[config.mk]
export PLATFORM = sky130hd
export DESIGN_NAME = branch_resolve_unit_top
export DESIGN_NICKNAME = d
export VERILOG_FILES = /design/src/design/bru_pkg.sv /design/src/design/branch_resolve_unit_top.sv
export SDC_FILE = /design/constraint.sdc
export NUM_CORES = 1
export LEC_CHECK = 0
export ABC_AREA = 1
export BUFFER_PORTS_ARGS = -buffer_cell sky130_fd_sc_hd__buf_2
export CORE_MARGIN = 10
export CORE_UTILIZATION = 39
export DETAILED_ROUTE_END_ITERATION = 12
export SYNTH_ARGS = -nofsm -noshare
export SYNTH_HDL_FRONTEND = slang
export SYNTH_SLANG_ARGS = --single-unit
[constraint.sdc]
create_clock -name i_clk -period 6.6 [get_ports i_clk]
set_input_delay 0.66 -clock i_clk [delete_from_list [all_inputs] [get_ports i_clk]]
set_output_delay 0.66 -clock i_clk [all_outputs]
set_load 0.03 [all_outputs]
[src/design/bru_pkg.sv]
package bru_pkg;

    localparam int unsigned MODE_W = 5;
    localparam int unsigned DATA_W = 64;
    localparam int unsigned ADDR_W = 32;
    localparam int unsigned OFFS_W = 16;
    localparam int unsigned JIDX_W = 26;

    // operation codes
    localparam logic [MODE_W-1:0] MODE_BEQ   = 5'd0;
    localparam logic [MODE_W-1:0] MODE_BEQL  = 5'd1;
    localparam logic [MODE_W-1:0] MODE_BNE   = 5'd2;
    localparam logic [MODE_W-1:0] MODE_BNEL  = 5'd3;
    localparam logic [MODE_W-1:0] MODE_BGEZ  = 5'd4;
    localparam logic [MODE_W-1:0] MODE_BGEZL = 5'd5;
    localparam logic [MODE_W-1:0] MODE_BGTZ  = 5'd6;
    localparam logic [MODE_W-1:0] MODE_BGTZL = 5'd7;
    localparam logic [MODE_W-1:0] MODE_BLEZ  = 5'd8;
    localparam logic [MODE_W-1:0] MODE_BLEZL = 5'd9;
    localparam logic [MODE_W-1:0] MODE_BLTZ  = 5'd10;
    localparam logic [MODE_W-1:0] MODE_BLTZL = 5'd11;
    localparam logic [MODE_W-1:0] MODE_BC1F  = 5'd12;
    localparam logic [MODE_W-1:0] MODE_BC1FL = 5'd13;
    localparam logic [MODE_W-1:0] MODE_BC1T  = 5'd14;
    localparam logic [MODE_W-1:0] MODE_BC1TL = 5'd15;
    localparam logic [MODE_W-1:0] MODE_J     = 5'd16;
    localparam logic [MODE_W-1:0] MODE_JR    = 5'd17;

    typedef struct packed {
        logic              taken;
        logic [ADDR_W-1:0] target;
        logic              nullify_next;
        logic              cop_unusable;
    } t_result;

    // pc + 4 + (sign-extended offset << 2), wraps mod 2^32
    function automatic logic [ADDR_W-1:0] branch_dest(
        input logic [ADDR_W-1:0] pc,
        input logic [OFFS_W-1:0] offs
    );
        logic [ADDR_W-1:0] disp;
        disp = {{(ADDR_W-OFFS_W-2){offs[OFFS_W-1]}}, offs, 2'b00};
        return pc + ADDR_W'(4) + disp;
    endfunction

endpackage

[src/design/branch_resolve_unit_top.sv]
// branch resolve unit
// one command channel: drive start high for one cycle with the operands on
// i_mode .. i_cop1_usable; a beat is taken at every rising edge with start
// high and busy low. busy never rises, so a new branch can be issued every
// cycle.
// the result (o_taken, o_target, o_nullify_next, o_cop_unusable) appears for
// exactly one cycle with o_done high. the operand register loads at the
// command edge, and the compare / target adder feeds the result register
// behind it. throughput is one branch per cycle.
// o_target is zero whenever o_taken is low. unknown operation codes give an
// all-zero result.
// reset (i_rst_n low, synchronous) drops any command in flight; no o_done
// follows for it.
// the receiver cannot stall: it must take each result in the o_done cycle.
module branch_resolve_unit_top
    import bru_pkg::*;
(
    input  logic                     i_clk,
    input  logic                     i_rst_n,
    input  logic                     start,
    output logic                     busy,
    input  logic [MODE_W-1:0]        i_mode,
    input  logic signed [DATA_W-1:0] i_rs_value,
    input  logic signed [DATA_W-1:0] i_rt_value,
    input  logic signed [OFFS_W-1:0] i_offset,
    input  logic [JIDX_W-1:0]        i_jump_index,
    input  logic [ADDR_W-1:0]        i_pc,
    input  logic                     i_fpu_cond,
    input  logic                     i_cop1_usable,
    output logic                     o_done,
    output logic                     o_taken,
    output logic [ADDR_W-1:0]        o_target,
    output logic                     o_nullify_next,
    output logic                     o_cop_unusable
);

    logic                     r_in_vld;
    logic [MODE_W-1:0]        r_mode;
    logic signed [DATA_W-1:0] r_rs;
    logic signed [DATA_W-1:0] r_rt;
    logic [OFFS_W-1:0]        r_offs;
    logic [JIDX_W-1:0]        r_jidx;
    logic [ADDR_W-1:0]        r_pc;
    logic                     r_fc;
    logic                     r_usable;

    logic                     r_out_vld;
    t_result                  r_res;
    t_result                  n_res;

    logic                     rs_neg;
    logic                     rs_zero;
    logic                     rs_eq_rt;
    logic                     is_cond;
    logic                     is_bc1;
    logic                     likely;
    logic                     cond;
    logic [ADDR_W-1:0]        pc_plus4;

    assign busy = 1'b0;

    always_ff @(posedge i_clk) begin
        if (!i_rst_n) begin
            r_in_vld  <= 1'b0;
            r_out_vld <= 1'b0;
        end else begin
            r_in_vld  <= start && !busy;
            r_out_vld <= r_in_vld;
        end
        if (start && !busy) begin
            r_mode   <= i_mode;
            r_rs     <= i_rs_value;
            r_rt     <= i_rt_value;
            r_offs   <= i_offset;
            r_jidx   <= i_jump_index;
            r_pc     <= i_pc;
            r_fc     <= i_fpu_cond;
            r_usable <= i_cop1_usable;
        end
        r_res <= n_res;
    end

    assign rs_neg   = r_rs[DATA_W-1];
    assign rs_zero  = (r_rs == '0);
    assign rs_eq_rt = (r_rs == r_rt);
    assign pc_plus4 = r_pc + ADDR_W'(4);

    always_comb begin
        is_cond = 1'b1;
        is_bc1  = 1'b0;
        likely  = 1'b0;
        cond    = 1'b0;
        unique case (r_mode)
            MODE_BEQ:   cond = rs_eq_rt;
            MODE_BEQL:  begin cond = rs_eq_rt; likely = 1'b1; end
            MODE_BNE:   cond = !rs_eq_rt;
            MODE_BNEL:  begin cond = !rs_eq_rt; likely = 1'b1; end
            MODE_BGEZ:  cond = !rs_neg;
            MODE_BGEZL: begin cond = !rs_neg; likely = 1'b1; end
            MODE_BGTZ:  cond = !rs_neg && !rs_zero;
            MODE_BGTZL: begin cond = !rs_neg && !rs_zero; likely = 1'b1; end
            MODE_BLEZ:  cond = rs_neg || rs_zero;
            MODE_BLEZL: begin cond = rs_neg || rs_zero; likely = 1'b1; end
            MODE_BLTZ:  cond = rs_neg;
            MODE_BLTZL: begin cond = rs_neg; likely = 1'b1; end
            MODE_BC1F:  begin cond = !r_fc; is_bc1 = 1'b1; end
            MODE_BC1FL: begin cond = !r_fc; is_bc1 = 1'b1; likely = 1'b1; end
            MODE_BC1T:  begin cond = r_fc; is_bc1 = 1'b1; end
            MODE_BC1TL: begin cond = r_fc; is_bc1 = 1'b1; likely = 1'b1; end
            default:    is_cond = 1'b0;
        endcase
    end

    always_comb begin
        n_res = '0;
        if (is_cond) begin
            if (is_bc1 && !r_usable) begin
                n_res.cop_unusable = 1'b1;
            end else if (cond) begin
                n_res.taken  = 1'b1;
                n_res.target = branch_dest(r_pc, r_offs);
            end else begin
                n_res.nullify_next = likely;
            end
        end else if (r_mode == MODE_J) begin
            n_res.taken  = 1'b1;
            n_res.target = {pc_plus4[ADDR_W-1 -: 4], r_jidx, 2'b00};
        end else if (r_mode == MODE_JR) begin
            n_res.taken  = 1'b1;
            n_res.target = r_rs[ADDR_W-1:0];
        end
    end

    assign o_done         = r_out_vld;
    assign o_taken        = r_res.taken;
    assign o_target       = r_res.target;
    assign o_nullify_next = r_res.nullify_next;
    assign o_cop_unusable = r_res.cop_unusable;

    // every accepted beat yields one result strobe on o_done
    a_latency: assert property (@(posedge i_clk) disable iff (!i_rst_n)
        (start && !busy) |=> ##1 o_done)
        else $error("result strobe missing after command");

    // no result without an earlier accepted command
    a_no_spurious: assert property (@(posedge i_clk) disable iff (!i_rst_n)
        o_done |-> $past(start && !busy, 2))
        else $error("result strobe without command");

    a_taken_vs_null: assert property (@(posedge i_clk) disable iff (!i_rst_n)
        o_done |-> !(o_taken && o_nullify_next))
        else $error("taken branch also nullifies delay slot");

    a_cop_unusable_quiet: assert property (@(posedge i_clk) disable iff (!i_rst_n)
        (o_done && o_cop_unusable) |-> (!o_taken && !o_nullify_next && o_target == '0))
        else $error("coprocessor unusable result has side effects");

    a_not_taken_zero: assert property (@(posedge i_clk) disable iff (!i_rst_n)
        (o_done && !o_taken) |-> (o_target == '0))
        else $error("target nonzero on not-taken branch");

endmodule
==> run_results.csv <==
group,metric,value,unit
pwr,p_leak,7.04,nW
yosys,synth_edf_count,209,
pwr,internal-power,3.04,mW
pwr,clock_power_share,0.376,
global_routing,grt_pass1_vias,9989,
die,die-area,39200,sq um
finish,areaGrowthSynthToFinish,21.7,%
clock_tree,clock_latency,0.56,ns
yosys,ys_top_cells_by_area,"edfxtp_1 (51%), nand2_1 (13%), inv_1 (6.2%)",
pwr,sw_frac_of_total,0.286,
route,detail-route-antenna-nets,0,
placement,io_buffers,247,
finish,nets,1891,
route,vias,9689,
sta,post-route-period-util,0.524,
clock_tree,ctsHoldBuffers,0,
worst_setup_path,worst_setup_path_start_kind,"flip-flop",
route,drc_errors,0,
clock_tree,clk_pin_slew,0.06,ns
global_routing,grt_pass1_wl,55000,microns
yosys,synth_compound_area_frac,0.0313,
placement,placed_area,14100,sq um
clock_tree,cts_tree,"built",
sta,setup_viol,0,
yosys,syn_area,12300,sq um
worst_setup_path,r2r_slack,3.14,ns
route,drt_iter0_drc,591,
yosys,synthArstFlopShare,0,
worst_setup_path,endpoint_kind,"flip-flop",
route,post_drt_wl_per_cell,17.2,microns
pwr,powerDensity,283,nW/um^2
sta,timing.fmax,0.289,GHz
die,die_h,198,microns
route,dr.pass1.iters,5,
sta,hold_violations,0,
finish,fin_cells,2067,
clock_tree,cts_made_buffers,28,
sta,max-slew-margin-rel,0.343,
die,floorplan.io_pins,249,
yosys,synth_common_cells,"nand2_1 (420), edfxtp_1 (209), inv_1 (203), nor2_1 (181), nand3_1 (66)",
pwr,finalPower,4.26,mW
pwr,combPwrFrac,0.169,
yosys,synth.yosys.seq_area_share,0.568,
clock_tree,cts-root-buf,"clkbuf_16",
sta,finClkSkew,0.0181,ns
route,wl,35700,microns
yosys,yosysUniqueCellTypes,35,
worst_setup_path,cp.required,7.04,ns
pwr,p_seq_frac,0.455,
yosys,synth_top_cell_by_area,"edfxtp_1",
yosys,synthMuxAreaShare,0,
global_routing,antenna_found_initial,4,
sta,layout_min_cycle_time,3.46,ns
yosys,syn_avg_cell_area,9.00,sq um
global_routing,track_usage,0.181,
finish,layout-drive-gt1-share,0.196,
clock_tree,cts_resized,0,
sta,drv_slew,0,
placement,post-place-cells,2014,
worst_setup_path,criticalPathCategory,"flip-flop to flip-flop",
route,via_per_inst,4.69,
yosys,synth_top_area_frac,0.508,
sta,worstMarginPinSlew,0.986,ns
die,die_x,198,microns
die,core_area,31400,sq um
worst_hold_path,hp-class,"input port to flip-flop",
sta,totalNegativeSetupSlack,0,ns
die,rows,65,
finish,fin_area,15000,sq um
yosys,synthFlopType,"edfxtp_1",
clock_tree,max-clock-path-buffers,3,
yosys,synth_warnings,0,
global_routing,grt_start_max_net_pins,75,
sta,grt_setup_unrepaired,"false",
clock_tree,post-cts-setup-buffers,0,
global_routing,grt_overflow,0,
yosys,synth_top_family_by_area,"simple AND/OR/NAND/NOR gates",
yosys,synthCells,1371,
placement,gp_congestion,0.900,
yosys,synthSimpleGateAreaFrac,0.244,
pwr,p_switching,1.22,mW
yosys,synth_most_common_cell,"nand2_1",
worst_setup_path,cp.arrival,3.90,ns
pwr,ir_worst_vdd,0.193,mV
yosys,syn_nets,1620,
yosys,synth-seq-cells,246,
clock_tree,htreeDepth,1,
yosys,synthAdderAreaFrac,0.0381,
yosys,synth-xor-area-share,0.0483,
placement,dp_hpwl,28400,microns
die,initial_core_util,0.393,
worst_setup_path,critPathMaxFanout,7,
clock_tree,cts.sinks,246,
run_status,outcome,"completed",
run,maxCapViolCount,0,
per-layer routing:
metal,GRT usage,up-vias,part of all wire
li1,-,4916,-
met5,0,-,0.00093
met4,0.0476,6,0.025
met2,0.291,310,0.45
met3,0.0368,54,0.059
met1,0.242,4403,0.46
per-stage QoR:
| step | worst slack (ns) | utilization | hold slack, ns |
|---|---|---|---|
| after floorplan | 3.88 | - | 0.390 |
| after global placement | 3.21 | 0.448 | 0.406 |
| after detailed placement | 3.17 | 0.448 | 0.414 |
| after CTS | 3.14 | 0.479 | 0.240 |
| after global routing | 2.76 | 0.479 | 0.247 |
| final | 3.14 | 0.479 | 0.271 |
layout make-up:
class / instances / area [sq um]
Antenna cell: 1 / 2.50
Timing Repair Buffer: 252 / 1280
Clock inverter: 20 / 239
Fill cell: 3035 / 16400
Tap cell: 402 / 503
Sequential cell: 246 / 7020
Multi-Input combinational cell: 905 / 4470
Clock buffer: 32 / 726
Inverter: 209 / 785
power groups by stage:
stage,logic (mW),clock network (mW),registers [mW]
floorplan,0.395,0,2.00
global route,0.816,1.71,1.95
detailed placement,0.724,0,1.97
global placement,0.724,0,1.97
finish,0.720,1.60,1.94
CTS,0.729,1.64,1.94
cell families after synthesis:
logic type	count (synthesis)
DFF	246
other	1
xor gates and xnor gates	68
AOI/OAI and AO/OA	73
buffers and inverters	220
adders and majority gates	37
and+or+nand+nor	726
registers in the layout, summed over array words and instances (netlist names):
signal and flops:
r_rs 64, r_in_vld 1, o_cop_unusable 1, o_target 32, r_pc 32, r_offs 16
r_usable 1, r_rt 64, o_nullify_next 1, r_fc 1, o_taken 1, o_done 1
r_mode 5, r_jidx 26
layout by cell type (no fill, tap or decap), types with 6 or more instances in the layout:
| cell | instances |
|---|---|
| dfxtp_1 | 37 |
| nand3_2 | 11 |
| buf_2 | 246 |
| nand2_1 | 420 |
| edfxtp_1 | 209 |
| clkbuf_16 | 28 |
| clkinv_1 | 6 |
| inv_1 | 203 |
| nor3_1 | 18 |
| a21oi_1 | 32 |
| nand3_1 | 66 |
| o21ai_0 | 33 |
| xnor2_1 | 10 |
| ha_1 | 36 |
| nand4_1 | 13 |
| nor2_1 | 181 |
| xor2_1 | 58 |
worst max-delay path: stages (launching register included):
cell      delay (ns)
edfxtp_1        0.50
ha_1            0.27
nand2_1         0.08
nor2_1          0.20
nand3_1         0.16
nor3_1          0.28
nand4_1         0.20
xor2_1          0.19
ha_1            0.39
nand2_1         0.13
nor2_1          0.20
nand2_1         0.11
nor3_1          0.15
nand2_1         0.13
nand3_1         0.09
nand2_1         0.05
nand2_1         0.05
inv_1           0.04
nand3_1         0.07
nand2_1         0.06
path summary, 6_finish.rpt:
check        cells past startpoint              to  startpoint
max reg2reg                     19    o_target[28]     r_pc[2]
max                             19    o_target[28]     r_pc[2]
min reg2reg                      1  o_cop_unusable    r_usable
min                              1        r_pc[10]    i_pc[10]
No activity file was read; power rests on OpenSTA's default activity.
